$ cat config.mk
export PLATFORM = sky130hd
export DESIGN_NAME = seed_nearest_hit_clustering
export DESIGN_NICKNAME = d
export VERILOG_FILES = /design/src/hdl/snhc_pkg.sv /design/src/hdl/snhc_ram.sv /design/src/hdl/seed_nearest_hit_clustering.sv
export SDC_FILE = /design/constraint.sdc
export NUM_CORES = 2
export LEC_CHECK = 0
export ABC_AREA = 1
export BUFFER_PORTS_ARGS = -buffer_cell sky130_fd_sc_hd__buf_2
export CAP_MARGIN = 15
export CORE_ASPECT_RATIO = 0.75
export CORE_MARGIN = 3
export CORE_UTILIZATION = 35
export DETAILED_ROUTE_END_ITERATION = 6
export SKIP_CTS_REPAIR_TIMING = 1
export SLEW_MARGIN = 20
export SYNTH_ARGS = -nofsm -noshare
export SYNTH_HDL_FRONTEND = slang
export SYNTH_HIERARCHICAL = 1
export SYNTH_SLANG_ARGS = --single-unit
export TNS_END_PERCENT = 1
$ cat constraint.sdc
create_clock -name clk -period 6.54 [get_ports clk]
set_input_delay 0.981 -clock clk [delete_from_list [all_inputs] [get_ports clk]]
set_output_delay 0.981 -clock clk [all_outputs]
set_load 0.02 [all_outputs]
$ cat src/hdl/snhc_pkg.sv
package snhc_pkg;

  localparam int CFG_IDX_W = 2;
  localparam int CFG_DATA_W = 16;

  localparam logic [CFG_IDX_W-1:0] REG_SCORE_THR = 2'd0;
  localparam logic [CFG_IDX_W-1:0] REG_DIST_THR  = 2'd1;

  localparam logic [15:0] SCORE_THR_RESET = 16'd32768;
  localparam logic [15:0] DIST_THR_RESET  = 16'd256;

  typedef struct packed {
    logic [15:0]        score;
    logic [11:0]        channel_id;
    logic signed [15:0] coord_x;
    logic signed [15:0] coord_y;
    logic               last_hit;
  } hit_t;

  typedef struct packed {
    logic [5:0]  hit_number;
    logic [11:0] channel_out;
    logic [5:0]  cluster_seed;
    logic        is_seed;
    logic        assigned;
    logic        last_result;
  } result_t;

  typedef enum logic [3:0] {
    ST_IDLE,
    ST_THR,
    ST_RD_SELF,
    ST_SELF_CAP,
    ST_RD_J,
    ST_J_DATA,
    ST_MUL_X,
    ST_MUL_Y,
    ST_CMP,
    ST_DECIDE,
    ST_EMIT
  } state_t;

endpackage

$ cat src/hdl/snhc_ram.sv
module snhc_ram #(
  parameter int WIDTH = 8,
  parameter int DEPTH = 64
) (
  input  logic                     clk,
  input  logic                     we,
  input  logic [$clog2(DEPTH)-1:0] waddr,
  input  logic [WIDTH-1:0]         wdata,
  input  logic [$clog2(DEPTH)-1:0] raddr,
  output logic [WIDTH-1:0]         rdata
);

  logic [WIDTH-1:0] mem [DEPTH];

  always_ff @(posedge clk) begin
    if (we) begin
      mem[waddr] <= wdata;
    end
    rdata <= mem[raddr];
  end

endmodule

$ cat src/hdl/seed_nearest_hit_clustering.sv
// Loading: one hit is taken per cycle while busy is low; an item not marked last causes no result.
// After the last hit, busy stays high while each stored hit is resolved and emitted in order.
// A seed hit is read, captured and emitted; any other hit also scans every stored hit through the
// single RAM read port and squares dx and dy for each seed on the one shared multiplier.
// Each result appears for one cycle with result_valid; the receiver cannot stall.
// Synchronous reset clears the thresholds to their defaults and the hit count; RAM is not cleared.
module seed_nearest_hit_clustering #(
  parameter int MAX_HITS   = 64,
  parameter int COORD_BITS = 16
) (
  input  logic                              clk,
  input  logic                              rst,
  // Hit load channel.
  input  logic                              start,
  output logic                              busy,
  input  snhc_pkg::hit_t                    hit,
  // Result channel.
  output logic                              result_valid,
  output snhc_pkg::result_t                 result,
  // Configuration write channel.
  input  logic                              cfg_valid,
  output logic                              cfg_ready,
  input  logic [snhc_pkg::CFG_IDX_W-1:0]    cfg_index,
  input  logic [snhc_pkg::CFG_DATA_W-1:0]   cfg_data
);

  // Derived widths. Coordinates live in COORD_BITS two's complement; their
  // difference magnitude always fits COORD_BITS bits, so each square fits
  // 2*COORD_BITS bits. The sum of two squares is saturated to at most 64 bits.
  localparam int AW      = $clog2(MAX_HITS);
  localparam int CW      = $clog2(MAX_HITS + 1);
  localparam int C       = COORD_BITS;
  localparam int MUL_W   = (C > 16) ? C : 16;
  localparam int SQ_W    = 2 * C;
  localparam int SUM_W   = 2 * C + 1;
  localparam int DIST_W  = (SUM_W > 64) ? 64 : SUM_W;
  localparam int CMP_W   = (DIST_W > 32) ? DIST_W : 32;
  localparam int ENTRY_W = 2 * C + 13;
  localparam logic [SUM_W-1:0] DIST_LIM = SUM_W'({DIST_W{1'b1}});

  snhc_pkg::state_t state, state_next;

  // Configuration registers. The user must write them only while the block is idle; the block
  // itself does not enforce it, and the port is always ready.
  logic [15:0] score_threshold;
  logic [15:0] distance_threshold;

  logic [CW-1:0] hit_count;

  // Scan registers.
  logic [AW-1:0]     i_idx;
  logic [AW-1:0]     j_idx;
  logic [C-1:0]      self_x;
  logic [C-1:0]      self_y;
  logic [11:0]       self_chan;
  logic              self_seed;
  logic [C-1:0]      dxm;
  logic [C-1:0]      dym;
  logic [SQ_W-1:0]   sqx;
  logic [SQ_W-1:0]   sqy;
  logic [31:0]       thr2;
  logic              found;
  logic [DIST_W-1:0] best;
  logic [AW-1:0]     best_j;
  logic [AW-1:0]     owner;
  logic              asg;

  // RAM interface. Entry layout: {seed, x, y, channel}.
  logic               ram_we;
  logic [AW-1:0]      ram_raddr;
  logic [ENTRY_W-1:0] ram_wdata;
  logic [ENTRY_W-1:0] ram_rdata;
  logic               rd_seed;
  logic [C-1:0]       rd_x;
  logic [C-1:0]       rd_y;
  logic [11:0]        rd_chan;

  logic [C-1:0] in_x;
  logic [C-1:0] in_y;

  // Shared squaring unit: the distance threshold once per event, then dx and dy.
  logic [MUL_W-1:0]   mul_a;
  logic [2*MUL_W-1:0] prod;

  logic              load_ok;
  logic              in_seed;
  logic              accept;
  logic              j_last;
  logic              i_last;
  logic [C:0]        diff_x;
  logic [C:0]        diff_y;
  logic [C:0]        neg_x;
  logic [C:0]        neg_y;
  logic [SUM_W-1:0]  sum_wide;
  logic [DIST_W-1:0] dist_sq;
  logic              closer;
  logic              in_radius;
  logic [5:0]        hn;
  logic [5:0]        cs;

  // Take the low COORD_BITS of each coordinate as two's complement. A field
  // narrower than COORD_BITS is sign extended.
  if (COORD_BITS <= 16) begin : g_coord_narrow
    assign in_x = hit.coord_x[COORD_BITS-1:0];
    assign in_y = hit.coord_y[COORD_BITS-1:0];
  end else begin : g_coord_wide
    assign in_x = COORD_BITS'(hit.coord_x);
    assign in_y = COORD_BITS'(hit.coord_y);
  end

  assign accept    = start && !busy;
  assign load_ok   = hit_count < CW'(MAX_HITS);
  assign in_seed   = hit.score > score_threshold;
  assign ram_we    = accept && load_ok;
  assign ram_wdata = {in_seed, in_x, in_y, hit.channel_id};
  assign {rd_seed, rd_x, rd_y, rd_chan} = ram_rdata;

  snhc_ram #(
    .WIDTH (ENTRY_W),
    .DEPTH (MAX_HITS)
  ) u_hit_ram (
    .clk   (clk),
    .we    (ram_we),
    .waddr (hit_count[AW-1:0]),
    .wdata (ram_wdata),
    .raddr (ram_raddr),
    .rdata (ram_rdata)
  );

  assign prod = mul_a * mul_a;

  assign j_last = (CW'(j_idx) + CW'(1)) == hit_count;
  assign i_last = (CW'(i_idx) + CW'(1)) == hit_count;

  // Absolute coordinate differences between the hit under test and seed j.
  always_comb begin
    diff_x = {self_x[C-1], self_x} - {rd_x[C-1], rd_x};
    diff_y = {self_y[C-1], self_y} - {rd_y[C-1], rd_y};
    neg_x  = -diff_x;
    neg_y  = -diff_y;
  end

  // Saturated squared distance, the running-minimum compare and the radius check. A strict
  // less-than keeps the lower seed index on a tie.
  always_comb begin
    sum_wide  = SUM_W'(sqx) + SUM_W'(sqy);
    dist_sq   = (sum_wide > DIST_LIM) ? {DIST_W{1'b1}} : sum_wide[DIST_W-1:0];
    closer    = !found || (dist_sq < best);
    in_radius = found && (CMP_W'(best) < CMP_W'(thr2));
  end

  // Next state.
  always_comb begin
    state_next = state;
    case (state)
      snhc_pkg::ST_IDLE: begin
        if (accept && hit.last_hit) begin
          state_next = snhc_pkg::ST_THR;
        end
      end
      snhc_pkg::ST_THR:      state_next = snhc_pkg::ST_RD_SELF;
      snhc_pkg::ST_RD_SELF:  state_next = snhc_pkg::ST_SELF_CAP;
      snhc_pkg::ST_SELF_CAP: begin
        state_next = rd_seed ? snhc_pkg::ST_EMIT : snhc_pkg::ST_RD_J;
      end
      snhc_pkg::ST_RD_J:     state_next = snhc_pkg::ST_J_DATA;
      snhc_pkg::ST_J_DATA: begin
        if (rd_seed) begin
          state_next = snhc_pkg::ST_MUL_X;
        end else if (j_last) begin
          state_next = snhc_pkg::ST_DECIDE;
        end else begin
          state_next = snhc_pkg::ST_RD_J;
        end
      end
      snhc_pkg::ST_MUL_X:    state_next = snhc_pkg::ST_MUL_Y;
      snhc_pkg::ST_MUL_Y:    state_next = snhc_pkg::ST_CMP;
      snhc_pkg::ST_CMP: begin
        state_next = j_last ? snhc_pkg::ST_DECIDE : snhc_pkg::ST_RD_J;
      end
      snhc_pkg::ST_DECIDE:   state_next = snhc_pkg::ST_EMIT;
      snhc_pkg::ST_EMIT: begin
        state_next = i_last ? snhc_pkg::ST_IDLE : snhc_pkg::ST_RD_SELF;
      end
      default:               state_next = snhc_pkg::ST_IDLE;
    endcase
  end

  // Outputs and datapath steering.
  always_comb begin
    busy         = state != snhc_pkg::ST_IDLE;
    result_valid = state == snhc_pkg::ST_EMIT;
    cfg_ready    = 1'b1;
    ram_raddr    = j_idx;
    mul_a        = MUL_W'(dym);
    hn           = '0;
    cs           = '0;
    case (state)
      snhc_pkg::ST_RD_SELF: ram_raddr = i_idx;
      snhc_pkg::ST_THR:     mul_a     = MUL_W'(distance_threshold);
      snhc_pkg::ST_MUL_X:   mul_a     = MUL_W'(dxm);
      default: begin
      end
    endcase
    hn[AW-1:0] = i_idx;
    cs[AW-1:0] = owner;
    result.hit_number   = hn;
    result.channel_out  = self_chan;
    result.cluster_seed = cs;
    result.is_seed      = self_seed;
    result.assigned     = asg;
    result.last_result  = i_last;
  end

  // Control registers.
  always_ff @(posedge clk) begin
    if (rst) begin
      state              <= snhc_pkg::ST_IDLE;
      hit_count          <= '0;
      score_threshold    <= snhc_pkg::SCORE_THR_RESET;
      distance_threshold <= snhc_pkg::DIST_THR_RESET;
    end else begin
      state <= state_next;
      if (cfg_valid && cfg_ready) begin
        case (cfg_index)
          snhc_pkg::REG_SCORE_THR: score_threshold    <= cfg_data;
          snhc_pkg::REG_DIST_THR:  distance_threshold <= cfg_data;
          default: begin
          end
        endcase
      end
      if (ram_we) begin
        hit_count <= hit_count + CW'(1);
      end else if (state == snhc_pkg::ST_EMIT && i_last) begin
        hit_count <= '0;
      end
    end
  end

  // Datapath registers.
  always_ff @(posedge clk) begin
    case (state)
      snhc_pkg::ST_THR: begin
        thr2  <= prod[31:0];
        i_idx <= '0;
      end
      snhc_pkg::ST_SELF_CAP: begin
        self_x    <= rd_x;
        self_y    <= rd_y;
        self_chan <= rd_chan;
        self_seed <= rd_seed;
        found     <= 1'b0;
        j_idx     <= '0;
        owner     <= i_idx;
        asg       <= rd_seed;
      end
      snhc_pkg::ST_J_DATA: begin
        dxm <= diff_x[C] ? neg_x[C-1:0] : diff_x[C-1:0];
        dym <= diff_y[C] ? neg_y[C-1:0] : diff_y[C-1:0];
        if (!rd_seed && !j_last) begin
          j_idx <= j_idx + AW'(1);
        end
      end
      snhc_pkg::ST_MUL_X: sqx <= prod[SQ_W-1:0];
      snhc_pkg::ST_MUL_Y: sqy <= prod[SQ_W-1:0];
      snhc_pkg::ST_CMP: begin
        if (closer) begin
          found  <= 1'b1;
          best   <= dist_sq;
          best_j <= j_idx;
        end
        if (!j_last) begin
          j_idx <= j_idx + AW'(1);
        end
      end
      snhc_pkg::ST_DECIDE: begin
        asg   <= in_radius;
        owner <= in_radius ? best_j : '0;
      end
      snhc_pkg::ST_EMIT: begin
        if (!i_last) begin
          i_idx <= i_idx + AW'(1);
        end
      end
      default: begin
      end
    endcase
  end

  // A result is only produced while the block is busy resolving an event.
  a_result_busy: assert property (@(posedge clk) disable iff (rst)
    result_valid |-> busy)
    else $error("result strobe while idle");

  // The final result of an event returns the block to idle.
  a_last_idle: assert property (@(posedge clk) disable iff (rst)
    (result_valid && result.last_result) |=> !busy)
    else $error("still busy after the final result");

  // A seed always owns itself and counts as assigned.
  a_seed_owns: assert property (@(posedge clk) disable iff (rst)
    (result_valid && result.is_seed) |->
      (result.assigned && result.cluster_seed == result.hit_number))
    else $error("seed result not self-owned");

  // Results are never back to back because each needs a RAM read.
  a_strobe_gap: assert property (@(posedge clk) disable iff (rst)
    result_valid |=> !result_valid)
    else $error("back-to-back result strobes");

endmodule

-- After elaboration in Yosys (flattened, before gate mapping)
Memory sizes are Yosys's and may differ from the RTL's. A register that Yosys moved wholly into a read port is not among the register bits.
Index checks and enable logic that the tools add are counted.
- add/subtract/negate cells: 10
- $mul: 1
- order comparisons: 5
- equal/unequal tests: 18
- multiplexer cells: 25
- reduce and logical (&&, ||, !) cells: 25
- operators by type and width (cell ; count):
    $pmux W4 S11 ; 1
    $sub A16 B16 Y17 ; 2
    $add A32 B32 Y33 ; 1
    $gt A33 B33 Y1 const B ; 1
    $lt A33 B32 Y1 ; 1
    $lt A33 B33 Y1 ; 1
    $mux W33 ; 1
    $mul A16 B16 Y32 ; 1
    $mux W16 ; 2
    $neg A16 Y16 ; 2
    $pmux W16 S2 ; 1
    $mux W6 ; 5
    $pmux W6 S2 ; 2
    $pmux W6 S3 ; 1
    $eq A4 B3 Y1 const B ; 4
    $gt A16 B16 Y1 ; 1
    $mux W4 ; 4
    $add A6 B1 Y7 const B ; 2
    $eq A7 B7 Y1 ; 2
    $mux W7 ; 2
    $add A6 B1 Y6 const B ; 2
    $eq A4 B4 Y1 const B ; 3
    $ne A2 B2 Y1 const B ; 5
    $reduce_and A2 Y1 ; 5
    other kinds (17) ; 32
- register bits after elaboration: 275
- memory bits (writable): 2880
- input port bits: 83
- output and inout bits: 30
- logic and storage cells: 105
- memories kept: 1
- memory list (memory ; words ; width ; read ports ; clocked after memory_dff ; write ports ; line ; text):
    u_hit_ram.mem ; 64 ; 45 ; 1 ; 1 ; 1 ; snhc_ram.sv:13 ; logic [WIDTH-1:0] mem [DEPTH];

-- Depth between registers and ports, before layout
- word-level depth: 7
- mapped depth: 33
- mapped depth without buffers: 32

-- Cells and area by module
Netlist, hierarchy kept.
- modules (own cells, without submodules) (module ; instances ; cells an instance ; area each (sq um) ; sequential area each (sq um)):
    snhc_ram ; 1 ; 9476 ; 116072.6 ; 87383.8
    seed_nearest_hit_clustering ; 1 ; 2729 ; 23577.6 ; 7737.4

-- Worst setup path after synthesis
Ideal clock, no wire load.
- path kind: input port to flip-flop
- start point: input port start
- end point: memory u_hit_ram/mem[48][0] in the netlist's numbering, enable pin
- setup time: 561 ps
- data arrival time: 6127 ps
- required time: 5979 ps
- setup slack: -148 ps
- stages on the path: 5
- path buffers: 1
- path through: nand3_2 inv_1 clkbuf_1 nand4_1 nor4_1
- longest elaborated chain between the ends: 4
- ends and longest elaborated chain (item ; line ; text):
    start: declaration ; seed_nearest_hit_clustering.sv:14 ; input logic start,
    $logic_and A1 B1 Y1 ; seed_nearest_hit_clustering.sv:111 ; assign accept = start && !busy;
    $logic_and A1 B1 Y1 ; seed_nearest_hit_clustering.sv:114 ; assign ram_we = accept && load_ok;
    net ram_we ; seed_nearest_hit_clustering.sv:69 ; logic ram_we;
    $mux W1 ; snhc_ram.sv:16 ; if (we) begin
    $mux W1 (implied by the code) ; snhc_ram.sv:17 ; mem[waddr] <= wdata;
    end: declaration ; snhc_ram.sv:13 ;
The timed path passes the listed nets, and every way through them passes these cells.

-- Final worst setup path
- start point: register state[0]
- end point: register thr2[29] (data pin)
- longest elaborated chain between the ends: 3
- elaborated cells between the ends (all ways): 4
- classes of those cells: mul: 1; eq/ne: 2; mux: 1
- ends and longest elaborated chain (item ; line ; text):
    start: declaration ; seed_nearest_hit_clustering.sv:41 ; snhc_pkg::state_t state, state_next;
    start signal: assignment ; seed_nearest_hit_clustering.sv:218 ; state <= snhc_pkg::ST_IDLE;
    start signal: assignment ; seed_nearest_hit_clustering.sv:223 ; state <= state_next;
    $eq A4 B3 Y1 / $eq A4 B1 Y1 (equally long branches) ; seed_nearest_hit_clustering.sv:198 ; case (state)
    $pmux W16 S2 (*) ; seed_nearest_hit_clustering.sv:198 ;
    $mul A16 B16 Y32 (*) ; seed_nearest_hit_clustering.sv:130 ; assign prod = mul_a * mul_a;
    net prod[29] ; seed_nearest_hit_clustering.sv:83 ; logic [2*MUL_W-1:0] prod;
    end signal: assignment ; seed_nearest_hit_clustering.sv:244 ; thr2 <= prod[31:0];
    end: declaration ; seed_nearest_hit_clustering.sv:61 ; logic [31:0] thr2;
The timed path passes the listed nets; every way through them passes the cells marked *.
A chain may end at the register's enable or synchronous reset.

==> flow_metrics.tcl <==
set metrics [dict create \
    synth_edf_count 3109 \
    syn_inst 12200 \
    clk_pin_slew_ns 0.06 \
    synthDistinctLibCells 56 \
    synth_seq_cells 3197 \
    finalNetCount 12800 \
    wire_per_inst_um 22.9 \
    slew_headroom 0.174 \
    totalWireLength_um 408000 \
    dp_worst_setup_slack_ns -0.113 \
    hold_viol 0 \
    r2r_cells 26 \
    r2r_slack_ns 0.16 \
    num_vias 93700 \
    yosys_warnings 6 \
    drive_gt1_frac 0.0942 \
    io_buffers 111 \
    power_leakage_nw 58.2 \
    tritoncts "built" \
    layout_common_cells "nand2_1, edfxtp_1, nand3_1, inv_1, clkbuf_16" \
    cts_root_buf "clkbuf_16" \
    power_density_nw_per_um2 461 \
    cp-end-kind "flop" \
    arrival_ns 7.00 \
    core_area_um2 397000 \
    ys_seq_area_frac 0.681 \
    die_w_um 735 \
    area_delta_synth_final_pct 13.5 \
    setup_violations 0 \
    grt_overflow 0 \
    crit_path_start "state[0]$_SDFFE_PP0P_" \
    vdd_drop_max_mv 1.84 \
    die_h_um 553 \
    grt_usage 0.194 \
    r2r-end "thr2[29]$_DFFE_PN_" \
    holdWs_ns 0.362 \
    fin_ws_ns 0.156 \
    required_ns 7.15 \
    crit_type "flop to flop" \
    first_pass_iters 6 \
    clock_sinks 3197 \
    synthArstFlopShare 0 \
    fmax_ghz 0.157 \
    final.min_clock_period_ns 6.38 \
    ys.flop_type "edfxtp_1" \
    syn_area_um2 140000 \
    hp-class "input port to flop" \
    period_share 0.976 \
    antenna_left 0 \
    dieArea_um2 407000 \
    post-dp-hpwl_um 223000 \
    drv_cap 0 \
    antenna_found_initial 35 \
    synth_nets 12700 \
    grt_pass1_vias 87600 \
    start_kind "flop" \
    crit_fanout 6 \
    drt_iter0_drc 11600 \
    rows 200 \
    slew_viol_final 0 \
    status "complete, no violations" \
    r2r_start "state[0]$_SDFFE_PP0P_" \
    grt_pass1_wl_um 595000 \
    drcViolationCount 0 \
    worst_pin_slew_ns 1.24 \
    rsz0062_at_grt "true" \
    worstSetupEndpoint "thr2[29]$_DFFE_PN_" \
    gp_congestion 0.865 \
    ctsHtreeMaxLevel 5 \
    initial_core_util 0.352 \
    syn_area_per_cell_um2 11.4 \
    cts_buffers 327 \
    grt_max_degree 185 \
    routed_via_density 5.24 \
    insertion_delay_ns 0.93 \
    skew_ns 0.0766 \
    io_pins 113 \
    clock_path_buffers 4 \
    final_common_cell "nand2_1" \
]
[metrics by stage]
step	TNS, ns	cells	power, mW	instance area, µm²	utilization
after floorplan	-53.17	12200	42.0	140000	-
after global placement	-0.593	17200	51.6	147000	0.371
after detailed placement	-1.56	17200	51.9	147000	0.371
after CTS	-2.00	17800	70.4	158000	0.398
after global routing	-0.764	17900	77.5	158000	0.400
final	0	17900	73.1	159000	0.400
[synth_stat cells, types with 7 or more instances]
cell	instances	share of area
a31oi_1	9	0.00040
buf_2	405	0.015
edfxtp_1	3109	0.67
a21oi_2	7	0.00044
xor2_1	64	0.0040
a21oi_4	9	0.0010
buf_4	49	0.0026
o21ai_1	15	0.00054
a21o_1	12	0.00065
inv_2	25	0.00067
nand4_1	42	0.0019
nor2_2	10	0.00045
ha_1	241	0.022
o211ai_1	11	0.00059
dfxtp_1	88	0.013
nand3_1	2782	0.10
fa_1	166	0.024
o21ai_0	100	0.0036
inv_1	570	0.015
nor4_1	12	0.00054
nor2_1	294	0.0079
buf_6	10	0.00081
a21oi_1	176	0.0063
buf_1	66	0.0018
clkbuf_1	130	0.0035
nand2_2	17	0.00076
nand2_1	3659	0.098
o21bai_1	9	0.00048
xnor2_1	36	0.0023
nor3_1	22	0.00079
[area by class of cell]
class,instances,area (µm²)
fill,37300,238000
sequential,3197,95100
multi-input combinational,7749,40100
clock buffer,408,8620
tap,5252,6570
timing repair buffer,471,3980
inverter,599,2330
clock inverter,173,1750
antenna,13,32.5
timing repair inverter,1,6.26
[sequential cells by signal, summed over array words and instances (netlist names), 4 cells and up]
| register | count |
|---|---|
| cs | 6 |
| thr2 | 31 |
| j_idx | 6 |
| dym | 16 |
| distance_threshold | 16 |
| score_threshold | 16 |
| self_chan | 12 |
| sqx | 31 |
| sqy | 31 |
| self_y | 16 |
| best_j | 6 |
| state | 4 |
| hn | 6 |
| self_x | 16 |
| best | 33 |
| u_hit_ram/mem | 2880 |
| u_hit_ram/rdata | 45 |
| dxm | 16 |
| hit_count | 7 |
[worst max-delay path, stage by stage (launching register included)]
cell and delay (ns):
dfxtp_2 0.36, inv_2 0.06, nor2_4 0.13, nand2_4 0.11, buf_12 0.16, o21ai_1 0.13
a21o_2 0.14, clkinvlp_4 0.23, buf_6 0.22, nor2_2 0.14, inv_1 0.08, fa_1 0.50
inv_1 0.05, fa_1 0.52, inv_1 0.05, fa_1 0.52, inv_1 0.05, fa_1 0.50
fa_1 0.49, ha_1 0.34, ha_4 0.28, a21o_1 0.23, a31oi_2 0.18, o21ai_0 0.11
nand2_1 0.11, o2111ai_2 0.17, xor2_2 0.23
[report_power, final]
part	internal, mW	switching (mW)
clock network	10.6	7.92
registers	24.8	0.289
logic	10.9	18.6
[per-layer routing]
layer	track usage	up-vias	part of all wire
met5	0	-	0.00020
met4	0.0487	12	0.025
met3	0.0452	582	0.11
met2	0.283	4275	0.42
met1	0.290	45900	0.44
li1	-	42900	-
[worst min-delay path by stage]
stage                                    start                               to  slack [ns]  depth (start not counted)
floorplan           u_hit_ram/rdata[0]$_DFF_P_           self_chan[0]$_DFFE_PP_        0.39                          0
finish                             cfg_data[0]  score_threshold[0]$_SDFFE_PP0P_        0.36                          3
detailed placement  u_hit_ram/rdata[1]$_DFF_P_           self_chan[1]$_DFFE_PP_        0.39                          0
CTS                                cfg_data[0]  score_threshold[0]$_SDFFE_PP0P_        0.29                          3
global route                       cfg_data[0]  score_threshold[0]$_SDFFE_PP0P_        0.37                          3
global placement    u_hit_ram/rdata[1]$_DFF_P_           self_chan[1]$_DFFE_PP_        0.39                          0
[logic make-up after synthesis]
kind of cell	share of synthesized area
AO/OA/AOI/OAI	0.0154
buffers and inverters	0.0394
other	0.0000269
flip-flops	0.681
AND/OR/NAND/NOR	0.212
adder cells (fa/ha/maj)	0.0454
XOR/XNOR	0.00650
(Power assumes the default switching activity.)
